**config.mk**
```make
export PLATFORM = sky130hd
export DESIGN_NAME = dda_line_rasterizer_flat
export DESIGN_NICKNAME = d
export VERILOG_FILES = /design/src/design/dda_pkg.sv /design/src/design/dda_stream_if.sv /design/src/design/dda_divider.sv /design/src/design/dda_datapath.sv /design/src/design/dda_ctrl.sv /design/src/design/dda_line_rasterizer.sv /design/src/flat_wrapper.sv
export VERILOG_INCLUDE_DIRS = /design/src /design/src/design
export SDC_FILE = /design/constraint.sdc
export NUM_CORES = 1
export LEC_CHECK = 0
export BUFFER_PORTS_ARGS = -buffer_cell sky130_fd_sc_hd__buf_2
export CORE_AREA = 2 2 181 183
export DETAILED_ROUTE_END_ITERATION = 16
export DIE_AREA = 0 0 183 185
export PLACE_DENSITY_LB_ADDON = 0.3
export SKIP_LAST_GASP = 1
export SLEW_MARGIN = 30
export SYNTH_ARGS = -nofsm -noshare
export SYNTH_HDL_FRONTEND = slang
export SYNTH_SLANG_ARGS = --single-unit
```
**constraint.sdc**
```tcl
create_clock -name clk_i -period 12.8 [get_ports clk_i]
set_input_delay 1.92 -clock clk_i [delete_from_list [all_inputs] [get_ports clk_i]]
set_output_delay 1.92 -clock clk_i [all_outputs]
set_load 0.03 [all_outputs]
```
**src/design/assert_macros.svh**
```systemverilog
// Assertion macros used by the line rasteriser controller.
// Simulation builds get concurrent assertions; synthesis builds get empty bodies.
`ifndef ASSERT_MACROS_SVH
`define ASSERT_MACROS_SVH

`ifndef SYNTHESIS

// Plain property, checked at every rising clock edge outside reset.
`define DDA_ASSERT(lbl, clk, rst_n, prop) \
  lbl: assert property (@(posedge clk) disable iff (!rst_n) (prop)) \
    else $error("dda assertion failed");

// Antecedent in one cycle, consequent required in the next.
`define DDA_ASSERT_NEXT(lbl, clk, rst_n, ante, cons) \
  lbl: assert property (@(posedge clk) disable iff (!rst_n) (ante) |=> (cons)) \
    else $error("dda assertion failed");

`else

`define DDA_ASSERT(lbl, clk, rst_n, prop)
`define DDA_ASSERT_NEXT(lbl, clk, rst_n, ante, cons)

`endif

`endif

```
**src/design/dda_pkg.sv**
```systemverilog
// Shared types and constants of the DDA line rasteriser.
// Used by the controller, the datapath and the top level; depends on nothing.
package dda_pkg;

  localparam int unsigned DIM_BITS     = 11;
  localparam int unsigned COLOR_BITS   = 32;
  localparam int unsigned CFG_IDX_BITS = 1;

  localparam logic [DIM_BITS-1:0] FRAME_WIDTH_RST  = 11'd800;
  localparam logic [DIM_BITS-1:0] FRAME_HEIGHT_RST = 11'd600;

  // Configuration register indexes.
  localparam logic [CFG_IDX_BITS-1:0] CFG_FRAME_WIDTH  = 1'b0;
  localparam logic [CFG_IDX_BITS-1:0] CFG_FRAME_HEIGHT = 1'b1;

  // Request action code that starts a new line.
  localparam logic ACT_START = 1'b0;

  // Commands from the controller to the datapath.
  typedef struct packed {
    logic take_start;
    logic take_adv;
    logic div_go;
    logic load_step;
    logic load_out;
  } cmd_t;

  // Status from the datapath to the controller.
  typedef struct packed {
    logic req_start;
    logic start_zero;
    logic line_active;
    logic div_done;
  } sts_t;

endpackage

```
**src/design/dda_stream_if.sv**
```systemverilog
// Valid/ready channel interfaces for the rasteriser requests and pixel results.
// Depends on dda_pkg for the colour width.
interface dda_in_if #(
  parameter int unsigned COORD_BITS = 12
);
  logic                              valid;
  logic                              ready;
  logic                              action;
  logic signed [COORD_BITS-1:0]      start_x;
  logic signed [COORD_BITS-1:0]      start_y;
  logic signed [COORD_BITS-1:0]      end_x;
  logic signed [COORD_BITS-1:0]      end_y;
  logic [dda_pkg::COLOR_BITS-1:0]    line_color;

  modport source (
    output valid, action, start_x, start_y, end_x, end_y, line_color,
    input  ready
  );
  modport sink (
    input  valid, action, start_x, start_y, end_x, end_y, line_color,
    output ready
  );
endinterface

interface dda_out_if #(
  parameter int unsigned COORD_BITS = 12
);
  logic                              valid;
  logic                              ready;
  logic signed [COORD_BITS-1:0]      pixel_x;
  logic signed [COORD_BITS-1:0]      pixel_y;
  logic [dda_pkg::COLOR_BITS-1:0]    pixel_color;
  logic                              inside_res;
  logic                              last;

  modport source (
    output valid, pixel_x, pixel_y, pixel_color, inside_res, last,
    input  ready
  );
  modport sink (
    input  valid, pixel_x, pixel_y, pixel_color, inside_res, last,
    output ready
  );
endinterface

```
**src/design/dda_divider.sv**
```systemverilog
// Two-lane restoring divider for the per-axis increments, one quotient bit a cycle.
// Standalone; instantiated by the datapath.
module dda_divider #(
  parameter int unsigned COORD_BITS = 12,
  parameter int unsigned FRAC_BITS  = 16
) (
  input  logic                                 clk_i,
  input  logic                                 rst_ni,
  input  logic                                 go_i,
  input  logic [1:0][COORD_BITS-1:0]           mag_i,
  input  logic [COORD_BITS-1:0]                count_i,
  output logic                                 done_o,
  output logic [1:0][FRAC_BITS:0]              quot_o
);

  localparam int unsigned QW    = FRAC_BITS + 1;
  localparam int unsigned DW    = COORD_BITS + FRAC_BITS + 1;
  localparam int unsigned IterW = $clog2(QW + 1);

  logic [IterW-1:0]            cnt_q, cnt_d;
  logic                        done_q;
  logic [COORD_BITS-1:0]       div_q;
  logic [1:0][COORD_BITS-1:0]  rem_q, rem_d;
  logic [1:0][QW-1:0]          sh_q, sh_d;
  logic [1:0][DW-1:0]          dividend;
  logic [1:0][COORD_BITS:0]    trial;
  logic [1:0][COORD_BITS:0]    diff;
  logic [1:0]                  ge;
  logic                        busy;

  assign busy = cnt_q != '0;

  // The quotient is known to stay below 2^(FRAC_BITS+1), so the top of the
  // dividend already sits below the divisor and only QW steps are needed.
  always_comb begin
    for (int l = 0; l < 2; l++) begin
      dividend[l] = {1'b0, mag_i[l], {FRAC_BITS{1'b0}}} + DW'(count_i >> 1);
      trial[l]    = {rem_q[l], sh_q[l][QW-1]};
      diff[l]     = trial[l] - {1'b0, div_q};
      ge[l]       = trial[l] >= {1'b0, div_q};
      if (go_i) begin
        rem_d[l] = dividend[l][DW-1:QW];
        sh_d[l]  = dividend[l][QW-1:0];
      end else if (busy) begin
        rem_d[l] = ge[l] ? diff[l][COORD_BITS-1:0] : trial[l][COORD_BITS-1:0];
        sh_d[l]  = {sh_q[l][QW-2:0], ge[l]};
      end else begin
        rem_d[l] = rem_q[l];
        sh_d[l]  = sh_q[l];
      end
    end
  end

  always_comb begin
    if (go_i) begin
      cnt_d = IterW'(QW);
    end else if (busy) begin
      cnt_d = cnt_q - IterW'(1);
    end else begin
      cnt_d = cnt_q;
    end
  end

  always_ff @(posedge clk_i or negedge rst_ni) begin
    if (!rst_ni) begin
      cnt_q  <= '0;
      done_q <= 1'b0;
    end else begin
      cnt_q  <= cnt_d;
      done_q <= busy && (cnt_q == IterW'(1));
    end
  end

  always_ff @(posedge clk_i) begin
    if (go_i) begin
      div_q <= count_i;
    end
    rem_q <= rem_d;
    sh_q  <= sh_d;
  end

  assign done_o = done_q;
  assign quot_o = sh_q;

endmodule

```
**src/design/dda_datapath.sv**
```systemverilog
// Datapath of the rasteriser: window registers, accumulators, increments,
// rounding and the pixel output register. Depends on dda_pkg and dda_divider.
module dda_datapath #(
  parameter int unsigned COORD_BITS = 12,
  parameter int unsigned FRAC_BITS  = 16
) (
  input  logic                                 clk_i,
  input  logic                                 rst_ni,
  input  dda_pkg::cmd_t                        cmd_i,
  output dda_pkg::sts_t                        sts_o,
  input  logic                                 action_i,
  input  logic signed [COORD_BITS-1:0]         start_x_i,
  input  logic signed [COORD_BITS-1:0]         start_y_i,
  input  logic signed [COORD_BITS-1:0]         end_x_i,
  input  logic signed [COORD_BITS-1:0]         end_y_i,
  input  logic [dda_pkg::COLOR_BITS-1:0]       line_color_i,
  input  logic                                 cfg_we_i,
  input  logic [dda_pkg::CFG_IDX_BITS-1:0]     cfg_idx_i,
  input  logic [dda_pkg::DIM_BITS-1:0]         cfg_data_i,
  output logic signed [COORD_BITS-1:0]         pixel_x_o,
  output logic signed [COORD_BITS-1:0]         pixel_y_o,
  output logic [dda_pkg::COLOR_BITS-1:0]       pixel_color_o,
  output logic                                 inside_res_o,
  output logic                                 last_o
);

  localparam int unsigned AccW   = COORD_BITS + FRAC_BITS + 1;
  localparam int unsigned StepW  = FRAC_BITS + 2;
  localparam int unsigned QW     = FRAC_BITS + 1;
  localparam int unsigned DeltaW = COORD_BITS + 1;
  localparam int unsigned CmpW   = (COORD_BITS - 1 > dda_pkg::DIM_BITS) ?
                                   (COORD_BITS - 1) : dda_pkg::DIM_BITS;
  localparam logic [AccW-1:0] RoundHalf = AccW'(1) << (FRAC_BITS - 1);

  logic [dda_pkg::DIM_BITS-1:0]   frame_w_q, frame_h_q;
  logic [AccW-1:0]                acc_x_q, acc_y_q;
  logic [StepW-1:0]               step_x_q, step_y_q;
  logic                           neg_x_q, neg_y_q;
  logic [COORD_BITS-1:0]          pixels_left_q;
  logic [dda_pkg::COLOR_BITS-1:0] color_q;

  logic [COORD_BITS-1:0]          pix_x_q, pix_y_q;
  logic [dda_pkg::COLOR_BITS-1:0] pix_color_q;
  logic                           pix_inside_q, pix_last_q;

  logic [DeltaW-1:0]              dx, dy, dx_neg, dy_neg;
  logic [COORD_BITS-1:0]          mag_x, mag_y, count;
  logic [1:0][QW-1:0]             quot;
  logic                           div_done;
  logic [StepW-1:0]               q_x_ext, q_y_ext;
  logic [COORD_BITS-1:0]          px_c, py_c;
  logic                           inside_c;

  function automatic logic [COORD_BITS-1:0] round_coord(input logic [AccW-1:0] acc);
    logic [AccW-1:0]       mag;
    logic [AccW-1:0]       sum;
    logic [COORD_BITS:0]   r;
    logic [COORD_BITS-1:0] v;
    mag = acc[AccW-1] ? (~acc + AccW'(1)) : acc;
    sum = mag + RoundHalf;
    r   = sum[AccW-1:FRAC_BITS];
    if (!acc[AccW-1]) begin
      if (r[COORD_BITS] || r[COORD_BITS-1]) begin
        v = {1'b0, {(COORD_BITS-1){1'b1}}};
      end else begin
        v = r[COORD_BITS-1:0];
      end
    end else begin
      // Magnitudes beyond 2^(COORD_BITS-1) clip to the most negative code.
      if (r[COORD_BITS] || (r[COORD_BITS-1] && (r[COORD_BITS-2:0] != '0))) begin
        v = {1'b1, {(COORD_BITS-1){1'b0}}};
      end else begin
        v = ~r[COORD_BITS-1:0] + COORD_BITS'(1);
      end
    end
    return v;
  endfunction

  // Start request: deltas, magnitudes and the step count.
  assign dx     = {end_x_i[COORD_BITS-1], end_x_i} - {start_x_i[COORD_BITS-1], start_x_i};
  assign dy     = {end_y_i[COORD_BITS-1], end_y_i} - {start_y_i[COORD_BITS-1], start_y_i};
  assign dx_neg = ~dx + DeltaW'(1);
  assign dy_neg = ~dy + DeltaW'(1);
  assign mag_x  = dx[DeltaW-1] ? dx_neg[COORD_BITS-1:0] : dx[COORD_BITS-1:0];
  assign mag_y  = dy[DeltaW-1] ? dy_neg[COORD_BITS-1:0] : dy[COORD_BITS-1:0];
  assign count  = (mag_x >= mag_y) ? mag_x : mag_y;

  dda_divider #(
    .COORD_BITS (COORD_BITS),
    .FRAC_BITS  (FRAC_BITS)
  ) u_divider (
    .clk_i   (clk_i),
    .rst_ni  (rst_ni),
    .go_i    (cmd_i.div_go),
    .mag_i   ({mag_y, mag_x}),
    .count_i (count),
    .done_o  (div_done),
    .quot_o  (quot)
  );

  assign q_x_ext = {1'b0, quot[0]};
  assign q_y_ext = {1'b0, quot[1]};

  always_ff @(posedge clk_i or negedge rst_ni) begin
    if (!rst_ni) begin
      frame_w_q     <= dda_pkg::FRAME_WIDTH_RST;
      frame_h_q     <= dda_pkg::FRAME_HEIGHT_RST;
      pixels_left_q <= '0;
    end else begin
      if (cfg_we_i && (cfg_idx_i == dda_pkg::CFG_FRAME_WIDTH)) begin
        frame_w_q <= cfg_data_i;
      end
      if (cfg_we_i && (cfg_idx_i == dda_pkg::CFG_FRAME_HEIGHT)) begin
        frame_h_q <= cfg_data_i;
      end
      if (cmd_i.take_start) begin
        pixels_left_q <= count;
      end else if (cmd_i.take_adv) begin
        pixels_left_q <= pixels_left_q - COORD_BITS'(1);
      end
    end
  end

  always_ff @(posedge clk_i) begin
    if (cmd_i.take_start) begin
      acc_x_q  <= {start_x_i[COORD_BITS-1], start_x_i, {FRAC_BITS{1'b0}}};
      acc_y_q  <= {start_y_i[COORD_BITS-1], start_y_i, {FRAC_BITS{1'b0}}};
      step_x_q <= '0;
      step_y_q <= '0;
      neg_x_q  <= dx[DeltaW-1];
      neg_y_q  <= dy[DeltaW-1];
      color_q  <= line_color_i;
    end else if (cmd_i.take_adv) begin
      acc_x_q <= acc_x_q + {{(AccW-StepW){step_x_q[StepW-1]}}, step_x_q};
      acc_y_q <= acc_y_q + {{(AccW-StepW){step_y_q[StepW-1]}}, step_y_q};
    end else if (cmd_i.load_step) begin
      step_x_q <= neg_x_q ? (~q_x_ext + StepW'(1)) : q_x_ext;
      step_y_q <= neg_y_q ? (~q_y_ext + StepW'(1)) : q_y_ext;
    end
  end

  // Rounding and window test are combinational on the registered accumulators.
  assign px_c     = round_coord(acc_x_q);
  assign py_c     = round_coord(acc_y_q);
  assign inside_c = !px_c[COORD_BITS-1] && !py_c[COORD_BITS-1] &&
                    (CmpW'(px_c[COORD_BITS-2:0]) < CmpW'(frame_w_q)) &&
                    (CmpW'(py_c[COORD_BITS-2:0]) < CmpW'(frame_h_q));

  always_ff @(posedge clk_i) begin
    if (cmd_i.load_out) begin
      pix_x_q      <= px_c;
      pix_y_q      <= py_c;
      pix_color_q  <= color_q;
      pix_inside_q <= inside_c;
      pix_last_q   <= pixels_left_q == '0;
    end
  end

  assign pixel_x_o     = pix_x_q;
  assign pixel_y_o     = pix_y_q;
  assign pixel_color_o = pix_color_q;
  assign inside_res_o  = pix_inside_q;
  assign last_o        = pix_last_q;

  assign sts_o.req_start   = action_i == dda_pkg::ACT_START;
  assign sts_o.start_zero  = count == '0;
  assign sts_o.line_active = pixels_left_q != '0;
  assign sts_o.div_done    = div_done;

endmodule

```
**src/design/dda_ctrl.sv**
```systemverilog
// Controller of the rasteriser: request handshake, sequencing and output valid.
// Depends on dda_pkg and assert_macros.svh.
`include "assert_macros.svh"

module dda_ctrl (
  input  logic          clk_i,
  input  logic          rst_ni,
  input  logic          in_valid_i,
  output logic          in_ready_o,
  output logic          out_valid_o,
  input  logic          out_ready_i,
  input  dda_pkg::sts_t sts_i,
  output dda_pkg::cmd_t cmd_o
);

  typedef enum logic [2:0] {
    S_IDLE = 3'b001,
    S_DIV  = 3'b010,
    S_EMIT = 3'b100
  } state_e;

  state_e state_q, state_d;
  logic   out_valid_q, out_valid_d;
  logic   in_fire;
  logic   out_free;

  assign in_ready_o = state_q == S_IDLE;
  assign in_fire    = in_valid_i && in_ready_o;
  assign out_free   = !out_valid_q || out_ready_i;

  assign cmd_o.take_start = in_fire && sts_i.req_start;
  assign cmd_o.take_adv   = in_fire && !sts_i.req_start && sts_i.line_active;
  assign cmd_o.div_go     = cmd_o.take_start && !sts_i.start_zero;
  assign cmd_o.load_step  = (state_q == S_DIV) && sts_i.div_done;
  assign cmd_o.load_out   = (state_q == S_EMIT) && out_free;

  always_comb begin
    state_d = state_q;
    unique case (state_q)
      S_IDLE: begin
        if (cmd_o.take_start) begin
          state_d = sts_i.start_zero ? S_EMIT : S_DIV;
        end else if (cmd_o.take_adv) begin
          state_d = S_EMIT;
        end
      end
      S_DIV: begin
        if (sts_i.div_done) begin
          state_d = S_EMIT;
        end
      end
      S_EMIT: begin
        if (out_free) begin
          state_d = S_IDLE;
        end
      end
      default: begin
        state_d = S_IDLE;
      end
    endcase
  end

  always_comb begin
    if (cmd_o.load_out) begin
      out_valid_d = 1'b1;
    end else if (out_ready_i) begin
      out_valid_d = 1'b0;
    end else begin
      out_valid_d = out_valid_q;
    end
  end

  always_ff @(posedge clk_i or negedge rst_ni) begin
    if (!rst_ni) begin
      state_q     <= S_IDLE;
      out_valid_q <= 1'b0;
    end else begin
      state_q     <= state_d;
      out_valid_q <= out_valid_d;
    end
  end

  assign out_valid_o = out_valid_q;

  `DDA_ASSERT_NEXT(a_div_holds, clk_i, rst_ni, (state_q == S_DIV) && !sts_i.div_done, state_q == S_DIV)
  `DDA_ASSERT(a_load_out_free, clk_i, rst_ni, !cmd_o.load_out || !out_valid_q || out_ready_i)
  `DDA_ASSERT_NEXT(a_start_divides, clk_i, rst_ni, in_fire && sts_i.req_start && !sts_i.start_zero, state_q == S_DIV)
  `DDA_ASSERT_NEXT(a_idle_advance_dropped, clk_i, rst_ni, in_fire && !sts_i.req_start && !sts_i.line_active, state_q == S_IDLE)

endmodule

```
**src/design/dda_line_rasterizer.sv**
```systemverilog
// Top level of the DDA line rasteriser: controller plus datapath.
// Depends on dda_pkg, dda_stream_if, dda_ctrl and dda_datapath.
//
// Usage: requests arrive on in_i (valid/ready). A start request (action 0)
// loads both endpoints and the colour; an advance request (action 1) steps
// the active line by one pixel. Pixels leave on out_o as one result per
// request, each with the window flag, and the last flag is set on the final pixel.
// An advance while no line is active is taken and gives no pixel.
// Sequencing: an advance, or a start of a zero-length line, goes from idle
// straight to the emit state; a start of a longer line first runs the two-lane
// increment divider, one quotient bit a cycle, and then emits its first pixel.
// A new request is taken only once the pending pixel is in the output register.
// The pixel sits in an output register; while the receiver stalls the next
// request is still taken and its pixel waits until the register is free.
// Reset clears the line state and sets the window to 800 by 600; the
// configuration port writes the window size, index 0 width and 1 height.
module dda_line_rasterizer #(
  parameter int unsigned COORD_BITS = 12,
  parameter int unsigned FRAC_BITS  = 16
) (
  input  logic                             clk_i,
  input  logic                             rst_ni,
  dda_in_if.sink                           in_i,
  dda_out_if.source                        out_o,
  input  logic                             cfg_we_i,
  input  logic [dda_pkg::CFG_IDX_BITS-1:0] cfg_idx_i,
  input  logic [dda_pkg::DIM_BITS-1:0]     cfg_data_i
);

  dda_pkg::cmd_t cmd;
  dda_pkg::sts_t sts;
  logic          in_ready;
  logic          out_valid;

  dda_ctrl u_ctrl (
    .clk_i       (clk_i),
    .rst_ni      (rst_ni),
    .in_valid_i  (in_i.valid),
    .in_ready_o  (in_ready),
    .out_valid_o (out_valid),
    .out_ready_i (out_o.ready),
    .sts_i       (sts),
    .cmd_o       (cmd)
  );

  dda_datapath #(
    .COORD_BITS (COORD_BITS),
    .FRAC_BITS  (FRAC_BITS)
  ) u_datapath (
    .clk_i         (clk_i),
    .rst_ni        (rst_ni),
    .cmd_i         (cmd),
    .sts_o         (sts),
    .action_i      (in_i.action),
    .start_x_i     (in_i.start_x),
    .start_y_i     (in_i.start_y),
    .end_x_i       (in_i.end_x),
    .end_y_i       (in_i.end_y),
    .line_color_i  (in_i.line_color),
    .cfg_we_i      (cfg_we_i),
    .cfg_idx_i     (cfg_idx_i),
    .cfg_data_i    (cfg_data_i),
    .pixel_x_o     (out_o.pixel_x),
    .pixel_y_o     (out_o.pixel_y),
    .pixel_color_o (out_o.pixel_color),
    .inside_res_o  (out_o.inside_res),
    .last_o        (out_o.last)
  );

  assign in_i.ready  = in_ready;
  assign out_o.valid = out_valid;

endmodule
```
**src/flat_wrapper.sv**
```systemverilog
// flat-port wrapper written by rule: the top's interface ports become plain ports
module dda_line_rasterizer_flat 
#(
  parameter int unsigned COORD_BITS = 12,
  parameter int unsigned FRAC_BITS  = 16
)
  (clk_i, rst_ni, cfg_we_i, cfg_idx_i, cfg_data_i, in_i_valid, in_i_action, in_i_start_x, in_i_start_y, in_i_end_x, in_i_end_y, in_i_line_color, in_i_ready, out_o_valid, out_o_pixel_x, out_o_pixel_y, out_o_pixel_color, out_o_inside_res, out_o_last, out_o_ready);
  dda_in_if #(.COORD_BITS(COORD_BITS)) in_i_i ();
  dda_out_if #(.COORD_BITS(COORD_BITS)) out_o_i ();
  input  logic clk_i;
  input  logic rst_ni;
  input  logic cfg_we_i;
  input  logic [dda_pkg::CFG_IDX_BITS-1:0] cfg_idx_i;
  input  logic [dda_pkg::DIM_BITS-1:0] cfg_data_i;
  input wire logic [$bits(in_i_i.valid)-1:0] in_i_valid;
  input wire logic [$bits(in_i_i.action)-1:0] in_i_action;
  input wire logic [$bits(in_i_i.start_x)-1:0] in_i_start_x;
  input wire logic [$bits(in_i_i.start_y)-1:0] in_i_start_y;
  input wire logic [$bits(in_i_i.end_x)-1:0] in_i_end_x;
  input wire logic [$bits(in_i_i.end_y)-1:0] in_i_end_y;
  input wire logic [$bits(in_i_i.line_color)-1:0] in_i_line_color;
  output wire logic [$bits(in_i_i.ready)-1:0] in_i_ready;
  output wire logic [$bits(out_o_i.valid)-1:0] out_o_valid;
  output wire logic [$bits(out_o_i.pixel_x)-1:0] out_o_pixel_x;
  output wire logic [$bits(out_o_i.pixel_y)-1:0] out_o_pixel_y;
  output wire logic [$bits(out_o_i.pixel_color)-1:0] out_o_pixel_color;
  output wire logic [$bits(out_o_i.inside_res)-1:0] out_o_inside_res;
  output wire logic [$bits(out_o_i.last)-1:0] out_o_last;
  input wire logic [$bits(out_o_i.ready)-1:0] out_o_ready;
  assign in_i_i.valid = in_i_valid;
  assign in_i_i.action = in_i_action;
  assign in_i_i.start_x = in_i_start_x;
  assign in_i_i.start_y = in_i_start_y;
  assign in_i_i.end_x = in_i_end_x;
  assign in_i_i.end_y = in_i_end_y;
  assign in_i_i.line_color = in_i_line_color;
  assign in_i_ready = in_i_i.ready;
  assign out_o_valid = out_o_i.valid;
  assign out_o_pixel_x = out_o_i.pixel_x;
  assign out_o_pixel_y = out_o_i.pixel_y;
  assign out_o_pixel_color = out_o_i.pixel_color;
  assign out_o_inside_res = out_o_i.inside_res;
  assign out_o_last = out_o_i.last;
  assign out_o_i.ready = out_o_ready;
  dda_line_rasterizer #(.COORD_BITS(COORD_BITS), .FRAC_BITS(FRAC_BITS)) u_core (.clk_i(clk_i), .rst_ni(rst_ni), .in_i(in_i_i), .out_o(out_o_i), .cfg_we_i(cfg_we_i), .cfg_idx_i(cfg_idx_i), .cfg_data_i(cfg_data_i));
endmodule
```
==> qor.txt <==
drt wl/cell - 18.7 um
die area - 0.0339 mm^2
Least-Margin Pin Slew - 0.947 ns
Total GRT Usage - 29.8%
placer congestion estimate - 0.959
synth-to-layout area growth - 10.9%
post-synthesis sequential area ratio - 39.5%
layout net count - 2562
DR iter-0 viols - 1598
Routed WL - 51400 um
GRT met1 Usage - 38.5%
crit path DAT - 8.75 ns
CTS Root Cell - clkbuf_16
I/O pin cnt - 158
Post-synth EDFFs - 188
Fin. Hold Viols - 0
pre-CTS setup slack - 3.94 ns
Vias - 17400
most used cell, CP - buf_4
crit path time final - 8.58 ns
Crit path required time - 12.97 ns
YS warnings - 0
DR pass1 iterations - 5
vias in the first global route - 16800
Peak Freq - 117 MHz
Synth area leaders - edfxtp_1 27%, ha_1 9.0%, dfxtp_1 6.6%
status - completed
clk slew on worst S/H paths - 0.06 ns
height of the die - 185 um
Worst Path Class, Setup - in2reg
Final Slew Violations - 0
Synth Register Bits - 300
post-synth top area share - 27.5%
Detailed Place HPWL - 37400 um
number of port buffers - 157
Syn Area/Cell - 9.43 um^2
Worst setup SP type - input pin
met2 Use GR - 51.0%
via-per-instance ratio - 6.35
M3 GR Usage - 4.56%
Post-route DRC - 0
Max VDD drop - 0.234 mV
# clock sinks - 300
GRT overflow - 0
Buffers & Inverters on Critical Path - 7
fin crit share - 67.0%
H-tree levels - 2
CTS max path bufs - 3
area leader, netlist - edfxtp_1
hold slack - 0.417 ns
final core utilization - 71.2%
die width - 183 um
layout cells sized above 1 - 13.3%
syn nets - 2433
first-pass GRT wire length - 82500 um
Post-DRT Antenna Nets - 0
ys flop type - edfxtp_1
total core area - 0.0320 mm^2
Pleak - 0.00985 uW
Worst setup EP type - flop
Synth cell types - 99
crit-path max cell delay - 0.63 ns
asr flop ratio synth - 14.7%
largest net degree at the start of global routing - 89
final setup fails - 0
Mapped Cells - 2181
synth cell count leaders - 188 x edfxtp_1, 176 x nand2_1, 148 x ha_1, 148 x inv_1, 148 x o21ai_0
most frequent cell after synthesis - edfxtp_1
worst-path maximum fanout - 48
fin worst setup slack - 4.22 ns
num rows - 66
Starting Density - 64.2%
Max-cap violations - 0
Pwr per Cell Area - 245 mW/mm^2
Cell Area, Synth - 0.0206 mm^2
Hold Buf Count CTS - 0
CTS resizes - 0
fillers - 2383
HP Class - reg2reg
post-CTS setup buffers - 0
clock latency on the worst-skew pair - 0.53 ns
CTS tree - done
setup TNS - 0 ns
slowest CP cell - a21oi_1
Top Usage Layer GRT - met2
total CTS buffers - 34
skew final - 0.0252 ns
Slew headroom - 36.1%
initial antenna violation count - 2
CP top delay family - compound AO/OA/AOI/OAI gates
RSZ-0062 raised after global routing - no
[cell type report]
| cell class | count | area, um^2 | area share, % |
|---|---|---|---|
| well taps | 408 | 510 | 2.24 |
| multi-input cells | 1652 | 11600 | 50.8 |
| clock buffers | 49 | 1020 | 4.47 |
| inverters | 150 | 564 | 2.47 |
| diodes | 2 | 5.00 | 0.0219 |
| flip-flops and latches | 300 | 8120 | 35.6 |
| clock inverters | 13 | 114 | 0.499 |
| repair buffers | 172 | 898 | 3.94 |
[per-layer routing]
| layer | wire [um] | part of all wire, % |
|---|---|---|
| met5 | 13 | 0.025 |
| met4 | 1730 | 3.4 |
| met3 | 3950 | 7.7 |
| met2 | 24200 | 47 |
| met1 | 21500 | 42 |
[flip-flops by register name (all words and copies together) (netlist names), 18 cells and up]
register,count
u_core.u_datapath.u_divider.quot_o,34
u_core.u_datapath.acc_y_q,29
u_core.u_datapath.step_y_q,18
u_core.u_datapath.color_q,32
u_core.u_datapath.step_x_q,18
u_core.u_datapath.pixel_color_o,32
u_core.u_datapath.acc_x_q,29
u_core.u_datapath.u_divider.rem_q,24
[stage by stage]
stage	instances	total power, uW	cell area, um^2
2_1_floorplan	2181	3870	20600
3_3_place_gp	2682	4410	21700
3_5_place_dp	2682	4550	21700
4_1_cts	2744	5550	22800
5_1_grt	2744	5980	22800
6_report	2746	5590	22800
[layout by cell type (no fill, tap or decap), types with 19 or more instances in the layout]
cell type and count:
a211oi_1 31, a21o_1 60, a21oi_1 111, a31oi_1 19, and2_1 23, and3_1 22
buf_2 157, clkbuf_16 36, dfrtp_1 36, dfxtp_1 68, edfxtp_1 188, ha_1 148
inv_1 147, mux2_2 21, mux2i_1 59, nand2_1 175, nand2b_1 33, nand3_1 67
nand4_1 31, nor2_1 140, nor2b_1 23, nor3_1 39, o21a_1 25, o21ai_0 148
o22ai_1 28, o31ai_1 21, or3_1 32, xnor2_1 91, xor2_1 74
[logic make-up after synthesis]
group	Yosys count	synth area share (%)
xor+xnor	166	7.11
fa+ha+maj	154	9.59
flops	300	39.5
mux	84	4.24
compound gates	585	19.0
simple gates	663	16.3
buf+inv	229	4.35
[worst paths after layout]
path                                                    start                                    to  slack, ns  cells after the start
worst max-delay path                            in_i_end_y[0]  u_core.u_datapath.u_divider.div_q[0]       4.22                     26
worst min-delay path            u_core.u_datapath.color_q[13]   u_core.u_datapath.pixel_color_o[13]       0.42                      0
worst max register to register   u_core.u_datapath.acc_x_q[0]        u_core.u_datapath.inside_res_o       5.80                     23
worst min register to register  u_core.u_datapath.color_q[13]   u_core.u_datapath.pixel_color_o[13]       0.42                      0
max in group asynchronous                              rst_ni  u_core.u_datapath.u_divider.cnt_q[0]      10.86                      2
min in group asynchronous                              rst_ni        u_core.u_datapath.frame_w_q[0]       1.50                      2
[report_power, final]
group          switching [uW]  total [uW]  internal [uW]
Sequential                270        1720           1450
Combinational            1730        2890           1170
Clock                     398         976            578
Total                    2390        5590           3190
Note: power is estimated with default switching activity, not from simulation.
